**config.mk**
```make
export PLATFORM = sky130hd
export DESIGN_NAME = msht_queue
export DESIGN_NICKNAME = d
export VERILOG_FILES = /design/src/design/msht_pkg.sv /design/src/design/msht_queue.sv
export SDC_FILE = /design/constraint.sdc
export NUM_CORES = 1
export LEC_CHECK = 0
export BUFFER_PORTS_ARGS = -buffer_cell sky130_fd_sc_hd__buf_2
export CAP_MARGIN = 0
export CORE_MARGIN = 2
export CORE_UTILIZATION = 45
export DETAILED_ROUTE_END_ITERATION = 10
export MAX_ROUTING_LAYER = met4
export PLACE_DENSITY = 0.81
export SLEW_MARGIN = 25
export SYNTH_ARGS = -nofsm -noshare
export SYNTH_HDL_FRONTEND = slang
export SYNTH_SLANG_ARGS = --single-unit
export TNS_END_PERCENT = 100
```
**constraint.sdc**
```tcl
create_clock -name clk -period 2.7 [get_ports clk]
set_input_delay 0.135 -clock clk [delete_from_list [all_inputs] [get_ports clk]]
set_output_delay 0.135 -clock clk [all_outputs]
set_load 0.03 [all_outputs]
```
**src/design/msht_pkg.sv**
```systemverilog
// Shared types, constants and codes of the mid-square chained hash table.
package msht_pkg;

	localparam int BUCKETS      = 100;
	localparam int BUCKET_DEPTH = 8;
	localparam int VAL_W        = 16;
	localparam int KEY_W        = 7;
	localparam int FILL_W       = 4;
	localparam int ENTRIES      = BUCKETS * BUCKET_DEPTH;
	localparam int ENTRY_AW     = $clog2(ENTRIES);
	localparam int SQ_W         = 2 * VAL_W;

	// floor(x / 100) == (x * DIV100_MUL) >> DIV100_SHIFT for any 32-bit x
	localparam int          DIV100_SHIFT = 37;
	localparam logic [30:0] DIV100_MUL   = 31'd1374389535;
	localparam int          PROD_W       = SQ_W + 31;
	localparam int          QUO1_W       = 26;
	localparam int          QUO2_W       = 19;

	typedef enum logic {
		OP_INSERT = 1'b0,
		OP_SEARCH = 1'b1
	} msht_op_t;

	typedef enum logic [1:0] {
		ST_STORED = 2'd0,
		ST_FULL   = 2'd1,
		ST_FOUND  = 2'd2,
		ST_MISS   = 2'd3
	} msht_status_t;

	typedef struct packed {
		msht_op_t           opcode;
		logic [VAL_W-1:0]   value;
	} msht_in_t;

	typedef struct packed {
		logic [KEY_W-1:0]   bucket;
		msht_status_t       status;
	} msht_out_t;

	typedef struct packed {
		msht_op_t           opcode;
		logic [VAL_W-1:0]   value;
		logic [KEY_W-1:0]   key;
	} msht_cmd_t;

endpackage

```
**src/design/msht_queue.sv**
```systemverilog
// Two-entry command queue between the hashing front end and the table back end.
module msht_queue
	import msht_pkg::*;
(
	input  logic      clk,
	input  logic      arst_n,
	input  logic      push_valid,
	output logic      push_ready,
	input  msht_cmd_t push_cmd,
	output logic      pop_valid,
	input  logic      pop_ready,
	output msht_cmd_t pop_cmd
);

	msht_cmd_t  slot_q [2];
	logic       wr_ptr_q;
	logic       rd_ptr_q;
	logic [1:0] count_q;
	logic       push;
	logic       pop;

	assign push_ready = (count_q != 2'd2);
	assign pop_valid  = (count_q != 2'd0);
	assign pop_cmd    = slot_q[rd_ptr_q];
	assign push       = push_valid && push_ready;
	assign pop        = pop_valid && pop_ready;

	always_ff @(posedge clk or negedge arst_n) begin
		if (!arst_n) begin
			wr_ptr_q <= 1'b0;
			rd_ptr_q <= 1'b0;
			count_q  <= 2'd0;
		end else begin
			if (push) wr_ptr_q <= ~wr_ptr_q;
			if (pop)  rd_ptr_q <= ~rd_ptr_q;
			if (push && !pop) begin
				count_q <= count_q + 2'd1;
			end else if (pop && !push) begin
				count_q <= count_q - 2'd1;
			end
		end
	end

	always_ff @(posedge clk) begin
		if (push) begin
			slot_q[wr_ptr_q] <= push_cmd;
		end
	end

endmodule

```
Word level (Yosys, flattened, before mapping) --
Memories as Yosys holds them, arrays and structs flattened. Cells that the tools add are included.
Cells by class: equality and inequality tests 1, muxes and demuxes 4, reductions and logical operators 8, bitwise logic cells 2, add/sub/neg operators 2
Operators with widths (number):
- 1-bit logical AND | 4
- 2-bit two-way mux | 2
- 2-bit nonzero test | 2
- 2-bit by 1-bit adder with 2-bit output, second input constant | 1
- 1-bit logical NOT | 2
- 1-bit two-way mux | 2
- 2-bit inequality test, second input constant | 1
- 1-bit NOT | 2
- 2-bit by 1-bit subtractor with 2-bit output, second input constant | 1
Storage, ports and cells: input bits 28, logic and storage cells 21, register bits after elaboration 4, memories kept 1, RAM bits 48, output and inout bits 26
Memory list:
- slot_q | depth 2, bits a word 24, read ports 1, clocked after memory_dff 0, wr ports 1, RTL line msht_queue.sv:15 | msht_cmd_t slot_q [2];

Logic depth before layout (Yosys ltp) --
depth after elaboration 6, mapped depth 7, mapped depth without buffers 7

Worst setup path after synthesis --
Ideal clock, no wire load.
path kind flip-flop to flip-flop, start point reg count_q[0], end point mem slot_q[0][0] (netlist name) (enable), stages on the path, launching flop included 4, arrival time 1915 ps, library setup time 405 ps, period minus slack after synthesis 2320 ps, path slack 380 ps, data required time 2295 ps, path buffers 0, path through dfrtp_1 -> nand2b_1 -> nand2_1 -> nor2_1
On the way: longest elaborated chain between the ends 4
Ends and longest elaborated chain:
- start, declared | RTL line msht_queue.sv:18 | logic [1:0] count_q;
- start signal, assigned | RTL line msht_queue.sv:37 | count_q <= count_q + 2'd1;
- start signal, assigned | RTL line msht_queue.sv:39 | count_q <= count_q - 2'd1;
- 2-bit inequality test | RTL line msht_queue.sv:22 | assign push_ready = (count_q != 2'd2);
- net push_ready | RTL line msht_queue.sv:8 | output logic push_ready,
- 1-bit logical AND | RTL line msht_queue.sv:25 | assign push = push_valid && push_ready;
- 1-bit two-way mux | RTL line msht_queue.sv:45 | if (push) begin
- 1-bit two-way mux (not written as such) | RTL line msht_queue.sv:46 | slot_q[wr_ptr_q] <= push_cmd;
- end, declared | RTL line msht_queue.sv:15
The timed path passes the listed nets, and every way through them passes these cells.

==> impl_metrics.yaml <==
status:
  status: "complete, no violations"
flow_run:
  maxCapViolations: 0
critical_path:
  start_kind: "flop"
  cp_data_required_time_ps: 2570
  crit_start: "rd_ptr_q"
  r2r_setup_slack_ps: 1070
  crit_path_max_fanout: 19
  reg2regPathDepth: 4
  worstPathArrival_ps: 1730
  critical_path_class: "reg -> out"
  r2r-start: "count_q[0]"
  cp-end-kind: "output pin"
  r2r-end: "slot_q[0][19]"
timing:
  worst_pin_slew_ps: 349
  fmax_mhz: 536
  fin_setup_tns_ps: 0
  rsz0062_at_grt: "no"
  timing.final.hold_violations: 0
  slew_headroom_pct: 76.7
  setup_viol: 0
  period_needed_ps: 1860
  finClkSkew_ps: 15.0
  finalCritPeriodShare_pct: 69.1
  slew_violations: 0
detailed_routing:
  dr.pass1.iters: 4
  drt_iter0_drc: 101
  drt_wl_total_um: 3060
  wl_per_cell_um: 14.8
  dr_total_vias: 988
  detail-route-antenna-nets: 0
  avgViaCountPerCell: 4.77
  route.detailed.drc: 0
global_routing:
  grt_pass1_wl_um: 4760
  grt_pass1_vias: 1021
  track_usage_pct: 13.1
  grt_max_degree: 20
  grt_overflow_total: 0
  antenna_found_initial: 0
synthesis:
  yosys_warnings: 0
  synth_edf_count: 48
  syn_nets: 122
  synth_cell_type_count: 16
  synth_seq_cells: 52
  avgSynthCellArea_um2: 21.8
  syn_area_um2: 2030
  synthArstFlopShare_pct: 7.69
  synth.most_common_cell: "edfxtp_1"
  yosys.area.top_type: "edfxtp_1"
  synth-seq-area-share_pct: 75.9
  synthFlopType: "edfxtp_1"
  synthTopCellsByCount: "48 x edfxtp_1, 19 x mux2_4, 5 x mux2_2, 4 x dfrtp_1, 3 x xnor2_1"
  synth_cells: 93
  synth_top_cell_area_share_pct: 71.0
  ys_top_cells_by_area: "edfxtp_1 71%, mux2_4 14%, dfrtp_1 4.9%"
power:
  clockPowerShare_pct: 15.1
  p_leak_nw: 0.987
  power_density_nw_per_um2: 1130
  totalPowerFinal_mw: 2.75
  pwr-share-seq_pct: 43.1
  vdd_drop_max_mv: 0.753
  p_int_mw: 1.75
  switching_share_pct: 36.3
  power_frac_comb_pct: 41.8
  p_sw_mw: 0.999
cts:
  postCtsHoldBufs: 1
  clock-sinks: 52
  postCtsSetupRepairBufs: 0
  numCtsBuffers: 5
  cts_resized: 0
  cts.reportedPaths.clkPinSlew_ps: 90
  cts-root-buf: "clkbuf_8"
  clock_latency_ps: 300
  cts_max_level: 2
  tritoncts: "yes"
  cts_buffer_depth: 2
layout:
  fin_util_pct: 55.8
  layout-drive-gt1-share_pct: 56.8
  synthToLayoutAreaGrowth_pct: 19.7
  design_area_um2: 2430
  final_nets: 183
  antennaDiodeCount: 0
placed_design:
  place_area_um2: 2330
  dp_hpwl_um: 2240
  io_buffers: 53
  gp_congestion: 0.703
worst_hold_path:
  hold_path_end: "slot_q[1][23]"
  holdCritStartpoint: "push_cmd[23]"
  hp-class: "in -> reg"
  hold-path-cell-count: 1
die:
  dieArea_um2: 5070
  die_x_um: 71.2
  ios: 54
  die-height_um: 71.2
  start_util_pct: 46.6
  core_um2: 4350
  fp-row-count: 24
## logic make-up (layout without fill, tap and decap cells)
| logic type | count (synthesis) | after routing | share of synthesized area [%] |
|---|---|---|---|
| DFF | 52 | 52 | 75.9 |
| buffers and inverters | 4 | 66 | 2.71 |
| adders and majority gates | 1 | 1 | 0.616 |
| and+or+nand+nor | 7 | 7 | 1.79 |
| muxes | 24 | 24 | 16.8 |
| xor gates and xnor gates | 5 | 5 | 2.16 |
## metal layers
metal | GRT usage [%] | part of all wire [%] | vias up
li1 | - | - | 477
met3 | 5.41 | 9.8 | 5
met1 | 16.2 | 43 | 459
met2 | 19.1 | 45 | 47
met5 | - | 0 | -
met4 | 5.66 | 1.2 | 0
## worst max-delay path, stage by stage (launching register included)
cell,delay [ps]
dfrtp_1,510
buf_4,390
mux2_4,350
buf_2,180
## how the worst max path moves through the flow
stage | endpoint | slack (ps) | cells after the start
5_1_grt | pop_cmd[12] | 720 | 3
6_report | pop_cmd[14] | 840 | 3
3_3_place_gp | pop_cmd[14] | 1170 | 3
4_1_cts | pop_cmd[12] | 800 | 3
2_1_floorplan | slot_q[0][0] | 380 | 3
3_5_place_dp | slot_q[0][5] | 1080 | 4
## state kept, by name, indices dropped and copies added, names as in the netlist
signal and flops:
rd_ptr_q 1, slot_q 48, count_q 2, wr_ptr_q 1
## power by group through the flow
stage	logic (mW)	registers, mW	clock network (mW)
global placement	1.14	1.19	0
CTS	1.17	1.19	0.423
global route	1.22	1.21	0.464
detailed placement	1.17	1.21	0
finish	1.15	1.19	0.414
floorplan	0.981	1.17	0
## cells in the final DEF, fill, tap and decap left out
cell	Yosys	final
nor2_2	0	1
nor2_1	2	1
clkbuf_1	0	2
or2_1	1	1
buf_4	0	3
nand2_1	1	1
xnor2_1	3	3
and3_1	1	1
nand2_2	1	1
mux2_2	5	5
nand2b_1	1	1
buf_2	0	53
dlygate4sd3_1	0	1
xor2_1	2	2
edfxtp_1	48	48
inv_1	1	1
clkinv_4	0	1
ha_1	1	1
clkbuf_8	0	5
dfrtp_1	4	4
mux2_4	19	19
## cell type report
type | count | area (um^2)
Clock inverter | 1 | 8.76
Clock buffer | 7 | 76.3
Fill cell | 346 | 1920
Sequential cell | 52 | 1540
Inverter | 1 | 3.75
Multi-Input combinational cell | 37 | 437
Tap cell | 52 | 65.1
Timing Repair Buffer | 57 | 298
## stage by stage
step | instances | hold WS [ps] | setup slack (ps)
after CTS | 207 | 14.9 | 805
final | 207 | 21.5 | 835
after global routing | 207 | 2.47 | 720
after detailed placement | 198 | -51.7 | 1080
after global placement | 198 | -56.4 | 1170
after floorplan | 93 | -161 | 380
No activity file was read; power rests on OpenSTA's default activity.
