[src/design/msht_pkg.sv]
// Shared types, constants and codes of the mid-square chained hash table.
package msht_pkg;

	localparam int BUCKETS      = 100;
	localparam int BUCKET_DEPTH = 8;
	localparam int VAL_W        = 16;
	localparam int KEY_W        = 7;
	localparam int FILL_W       = 4;
	localparam int ENTRIES      = BUCKETS * BUCKET_DEPTH;
	localparam int ENTRY_AW     = $clog2(ENTRIES);
	localparam int SQ_W         = 2 * VAL_W;

	// floor(x / 100) == (x * DIV100_MUL) >> DIV100_SHIFT for any 32-bit x
	localparam int          DIV100_SHIFT = 37;
	localparam logic [30:0] DIV100_MUL   = 31'd1374389535;
	localparam int          PROD_W       = SQ_W + 31;
	localparam int          QUO1_W       = 26;
	localparam int          QUO2_W       = 19;

	typedef enum logic {
		OP_INSERT = 1'b0,
		OP_SEARCH = 1'b1
	} msht_op_t;

	typedef enum logic [1:0] {
		ST_STORED = 2'd0,
		ST_FULL   = 2'd1,
		ST_FOUND  = 2'd2,
		ST_MISS   = 2'd3
	} msht_status_t;

	typedef struct packed {
		msht_op_t           opcode;
		logic [VAL_W-1:0]   value;
	} msht_in_t;

	typedef struct packed {
		logic [KEY_W-1:0]   bucket;
		msht_status_t       status;
	} msht_out_t;

	typedef struct packed {
		msht_op_t           opcode;
		logic [VAL_W-1:0]   value;
		logic [KEY_W-1:0]   key;
	} msht_cmd_t;

endpackage

[src/design/msht_front.sv]
// Front end: accept an item, square the value and form its mid-square bucket key.
module msht_front
	import msht_pkg::*;
(
	input  logic      clk,
	input  logic      arst_n,
	input  logic      in_valid,
	output logic      in_ready,
	input  msht_in_t  in_item,
	output logic      cmd_valid,
	input  logic      cmd_ready,
	output msht_cmd_t cmd
);

	typedef enum logic [4:0] {
		F_IDLE = 5'b00001,
		F_SQ   = 5'b00010,
		F_DIV1 = 5'b00100,
		F_DIV2 = 5'b01000,
		F_PUSH = 5'b10000
	} front_state_t;

	front_state_t        state_q;
	msht_op_t            op_q;
	logic [VAL_W-1:0]    val_q;
	logic [SQ_W-1:0]     work_q;
	logic [QUO2_W-1:0]   quo_q;
	logic [PROD_W-1:0]   prod;
	logic [QUO1_W-1:0]   key_wide;

	// one reciprocal multiplier, used for both divisions by 100
	assign prod     = PROD_W'(work_q) * PROD_W'(DIV100_MUL);
	assign key_wide = work_q[QUO1_W-1:0] - QUO1_W'(quo_q) * QUO1_W'(100);

	assign in_ready   = (state_q == F_IDLE);
	assign cmd_valid  = (state_q == F_PUSH);
	assign cmd.opcode = op_q;
	assign cmd.value  = val_q;
	assign cmd.key    = key_wide[KEY_W-1:0];

	always_ff @(posedge clk or negedge arst_n) begin
		if (!arst_n) begin
			state_q <= F_IDLE;
		end else begin
			unique case (state_q)
				F_IDLE: if (in_valid) state_q <= F_SQ;
				F_SQ:   state_q <= F_DIV1;
				F_DIV1: state_q <= F_DIV2;
				F_DIV2: state_q <= F_PUSH;
				F_PUSH: if (cmd_ready) state_q <= F_IDLE;
				default: state_q <= F_IDLE;
			endcase
		end
	end

	always_ff @(posedge clk) begin
		unique case (state_q)
			F_IDLE: begin
				if (in_valid) begin
					op_q  <= in_item.opcode;
					val_q <= in_item.value;
				end
			end
			F_SQ:   work_q <= SQ_W'(val_q) * SQ_W'(val_q);
			F_DIV1: work_q <= SQ_W'(prod[DIV100_SHIFT +: QUO1_W]);
			F_DIV2: quo_q  <= prod[DIV100_SHIFT +: QUO2_W];
			F_PUSH: ;
			default: ;
		endcase
	end

endmodule

[config.mk]
export PLATFORM = sky130hd
export DESIGN_NAME = msht_front
export DESIGN_NICKNAME = d
export VERILOG_FILES = /design/src/design/msht_pkg.sv /design/src/design/msht_front.sv
export SDC_FILE = /design/constraint.sdc
export NUM_CORES = 2
export LEC_CHECK = 0
export CAP_MARGIN = 20
export CORE_MARGIN = 2
export CORE_UTILIZATION = 35
export DETAILED_ROUTE_END_ITERATION = 6
export DONT_BUFFER_PORTS = 1
export HOLD_SLACK_MARGIN = 0.02
export PLACE_DENSITY = 0.53
export SYNTH_ARGS = -nofsm -noshare
export SYNTH_HDL_FRONTEND = slang
export SYNTH_SLANG_ARGS = --single-unit
[constraint.sdc]
create_clock -name clk -period 12.7 [get_ports clk]
set_input_delay 0.635 -clock clk [delete_from_list [all_inputs] [get_ports clk]]
set_output_delay 0.635 -clock clk [all_outputs]
set_load 0.01 [all_outputs]
## After elaboration in Yosys (flattened, before gate mapping)

Cells that the tools add are included.

| storage, ports and cells | value |
|---|---|
| input bits | 21 |
| bits in registers | 73 |
| logic and storage cells | 23 |

| operators by class | value |
|---|---|
| muxes and demuxes | 4 |
| add/subtract/negate cells | 1 |
| equality and inequality tests | 7 |
| reduce and logical (&&, ||, !) cells | 3 |
| multiply operators | 3 |

Operator list:

| operator | number |
|---|---|
| 32-bit one-hot mux with 2 select lines | 1 |
| 32-bit by 31-bit multiplier with 63-bit output, second input constant | 1 |
| 16-bit by 16-bit multiplier with 32-bit output | 1 |
| 5-bit one-hot mux with 5 select lines | 1 |
| 19-bit by 5-bit multiplier with 5-bit output, second input constant | 1 |
| 5-bit two-way mux | 2 |
| 7-bit subtractor | 1 |
| 5-bit by 1-bit == test with 1-bit output, second input constant | 1 |
| 5-bit by 2-bit == test with 1-bit output, second input constant | 1 |
| 5-bit by 3-bit == test with 1-bit output, second input constant | 1 |
| 5-bit by 4-bit == test with 1-bit output, second input constant | 1 |
| 5-bit == test, second input constant | 1 |
| 2-bit AND reduction | 2 |
| 2-bit by 1-bit inequality test with 1-bit output, second input constant | 1 |
| 2-bit inequality test, second input constant | 1 |
| 2-bit nonzero test | 1 |

## Depth between registers and ports, before layout

| logic depth | value |
|---|---|
| depth after elaboration | 3 |
| mapped depth | 26 |
| depth with buffers taken out | 25 |

## Least setup slack after synthesis

OpenSTA, ideal clock, no wires.

| timing | value |
|---|---|
| path kind | register to register |
| from | register work_q[18] |
| to | register work_q[18], data pin |
| required time | 12,530 ps |
| cell stages (with the launch flop) | 22 |
| period minus slack after synthesis | 6,780 ps |
| slack | 5,920 ps |
| library setup time | 170 ps |
| data arrival time | 6,611 ps |
| path through | edfxtp_1 -> ha_1 -> fa_1 -> fa_1 -> fa_1 -> fa_1 -> fa_1 -> fa_1 -> inv_1 -> fa_1 -> inv_1 -> ha_1 -> nand3_2 -> nor3_4 -> nand4_2 -> nor4_2 -> a22oi_2 -> a31oi_2 -> nand4_1 -> o31a_1 -> and3_4 -> nor4_2 |

| on the way | value |
|---|---|
| word-level cells in the longest chain between the ends | 2 |

RTL lines:

| item | line | RTL |
|---|---|---|
| start: declaration | msht_front.sv:26 | `logic [SQ_W-1:0] work_q;` |
| start signal: assignment | msht_front.sv:64 | `F_SQ: work_q <= SQ_W'(val_q) * SQ_W'(val_q);` |
| start signal: assignment | msht_front.sv:65 | `F_DIV1: work_q <= SQ_W'(prod[DIV100_SHIFT +: QUO1_W]);` |
| 32-bit by 31-bit multiplier with 63-bit output | msht_front.sv:32 | `assign prod = PROD_W'(work_q) * PROD_W'(DIV100_MUL);` |
| 32-bit one-hot mux with 2 select lines | msht_front.sv:57 | `unique case (state_q)` |

No other way between the ends.
A chain may end at the register's enable or synchronous reset.

## Worst setup path after layout

| timing | value |
|---|---|
| from | register work_q[4] |
| to | register work_q[18], data pin |

Same word-level chain as after synthesis.

==> impl_metrics.csv <==
group,metric,value,unit
synth,synth-edff-count,54,
floorplan,ios,47,
setup_path,crit_path_start,"work_q[4]",
synth,synth_top_area_cell,"fa_1",
synth,syn_nets,3808,
synth,yosysMostFrequentCell,"inv_1",
floorplan,start_util,35.2,%
clocking,cts_buffers,9,
floorplan,fp.dieArea,0.0784,mm2
placement,place_congestion,0.957,
synth,synth.distinct_cells,74,
timing,setup_tns,0,ns
setup_path,startpoint_type,"register",
setup_path,setup.worst_path.class,"register to register",
timing,slew_headroom,33.2,%
clocking,cts_resized,0,
hold_path,hold_path_class,"input pin to asynchronous set/reset pin",
routing,viasPerCell,4.71,
floorplan,die_w,280,um
grt,grt_use_total,18.9,%
routing,finalWirelength,69.8,mm
setup_path,critPathRequiredTime,12.85,ns
synth,yosysWarnings,0,
layout,multi_input_area,0.0214,mm2
synth,syn_inst,2735,
synth,synth_mux_area_share,0.117,%
run_status,outcome,"completed",
synth,synth_top_family_by_area,"adder cells",
routing,num_vias,17400,
routing,drtIter0Drc,852,
grt,grt_antenna_before_repair,0,
setup_path,r2r_cells,25,
timing,tightest_slew,1.00,ns
setup_path,critPathMaxFanout,8,
synth,synth-main-ff-cell,"edfxtp_1",
synth,synth_adder_area_share,65.0,%
timing,period_minus_slack,7.99,ns
synth,synth_area_per_cell,9.74,um2
timing,setup_viol,0,
timing,rsz0062_at_grt,"false",
clocking,cts.sinks,59,
grt,globalRouteOverflowTotal,0,
clocking,htree_num_levels,3,
setup_path,r2r_start,"work_q[4]",
synth,synth_compound_area_share,6.31,%
synth,netlist_area,0.0267,mm2
layout,drive_above_1_share,1.69,%
setup_path,timing.rr.end,"work_q[18]",
synth,synth.area.top_cells,"fa_1 42%, ha_1 23%, inv_1 12%, edfxtp_1 6.1%, nand2_1 2.0%",
floorplan,die_y,280,um
timing,clock.fmax,125,MHz
clocking,cts_tree,"done",
routing,drt-wirelength-per-cell,18.9,um
routing,ant_nets,0,
timing,hold_violations,0,
layout,synthToLayoutAreaGrowth,5.37,%
grt,grt_first_pass_wirelength,112,mm
setup_path,cp-end-kind,"register",
layout,nFillCells,7625,
placement,io_buffers,0,
layout,nets,3789,
clocking,cts_setup_buffers,0,
synth,ys_async_sr_fraction,8.47,%
synth,synthSimpleGateAreaFrac,6.81,%
timing,drv_slew,0,
synth,synth-seq-area-share,6.56,%
clocking,max-clock-path-buffers,2,
synth,synth-xor-area-share,2.17,%
placement,dp_hpwl,63.0,mm
layout,regArea,0.00175,mm2
clocking,cts.root.buffer_cell,"clkbuf_16",
synth,netlist.area_leader.share,41.6,%
floorplan,placementRows,101,
routing,drc,0,
layout,final_cells,3699,
clocking,clk_latency,0.38,ns
setup_path,critPathArrivalTime,8.14,ns
timing,fin_skew,0.0150,ns
grt,grt_pass1_vias,19600,
grt,grt_max_degree,36,
layout,antenna_cells,0,
clocking,clk_pin_slew_worst_paths,0.06,ns
timing,min_period_over_period,62.9,%
synth,synth_commonest_cells,"878 x inv_1, 554 x fa_1, 498 x ha_1",
placement,post-place-cells,3682,
run,cap_viol_max_count,0,
setup_path,reg2reg_slack,4.71,ns
synth,yosys_register_bits,59,
floorplan,core_region_area,0.0757,mm2
routing,drt_first_pass_iters,4,
## critical path, stage by stage, from the launching register on
cell	delay [ns]
edfxtp_1	0.65
inv_1	0.26
fa_1	0.63
inv_1	0.06
ha_1	0.20
fa_1	0.48
inv_1	0.05
fa_1	0.54
inv_1	0.06
fa_1	0.47
fa_1	0.40
fa_1	0.52
inv_1	0.05
fa_1	0.47
inv_1	0.04
ha_1	0.42
nand3_1	0.20
nor3_4	0.24
nand4_2	0.17
nor4_2	0.32
a22oi_2	0.11
a31oi_2	0.27
nand4_1	0.21
o31a_1	0.34
and3_4	0.19
nor4_2	0.39
## layer usage
metal	vias to the layer above	track usage [%]	part of all wire, %
met5	-	0	0
met4	0	4.83	2.6
met3	68	1.99	3.1
met2	272	32.8	49
met1	8768	25.2	45
li1	8306	-	-
## state kept, by name (all words and copies together), names as in the netlist
| register | flops |
|---|---|
| work_q | 32 |
| val_q | 16 |
| op_q | 1 |
| state_q | 5 |
| quo_q | 5 |
## how the worst max path moves through the flow
stage	end	cells past startpoint	slack, ns
CTS	work_q[18]	25	4.78
detailed placement	work_q[18]	25	4.80
finish	work_q[18]	25	4.71
floorplan	work_q[18]	21	5.92
global placement	work_q[18]	25	4.78
global route	work_q[18]	25	4.38
## final cells by class
| cell class | count | share of cell area [%] |
|---|---|---|
| clock buffer | 10 | 0.815 |
| clock inverter | 6 | 0.201 |
| inverter | 881 | 11.8 |
| multi-input combinational | 1754 | 76.3 |
| sequential | 59 | 6.22 |
| tap | 978 | 4.36 |
| timing repair buffer | 11 | 0.303 |
## cells by family after synthesis
family	after synthesis
adders and majority gates	1052
buffers and inverters	922
and+or+nand+nor	371
AOI/OAI and AO/OA	262
xor gates and xnor gates	66
DFF	59
muxes	3
## per-stage QoR
step	setup WS, ns	hold WS (ns)	area [um2]	utilization, %
after floorplan	5.92	0.339	26700	-
after global placement	4.78	0.340	27800	36.7
after detailed placement	4.80	0.340	27800	36.7
after global routing	4.38	0.0939	28100	37.1
final	4.71	0.113	28100	37.1
after CTS	4.78	0.0937	28100	37.1
## cells in the final DEF (no fill, tap or decap), types with 15 or more instances in the layout
cell and n:
nand4_1 15, o21ai_1 18, inv_1 878, xor2_1 24, nand2_1 140, ha_1 498, xnor2_1 42, nand3_1 16
a21o_1 47, edfxtp_1 54, o21ai_0 34, a21oi_1 84, and2_1 59, fa_1 554, nor2_1 74
## repair_timing
action                     4_1_cts  5_1_grt
hold endpoints to repair         4        0
setup endpoints to repair        0        0
hold buffers                     1        0
Power is not shown: default switching activity piles up to over one toggle a cycle in this logic, so the estimate is an artifact.
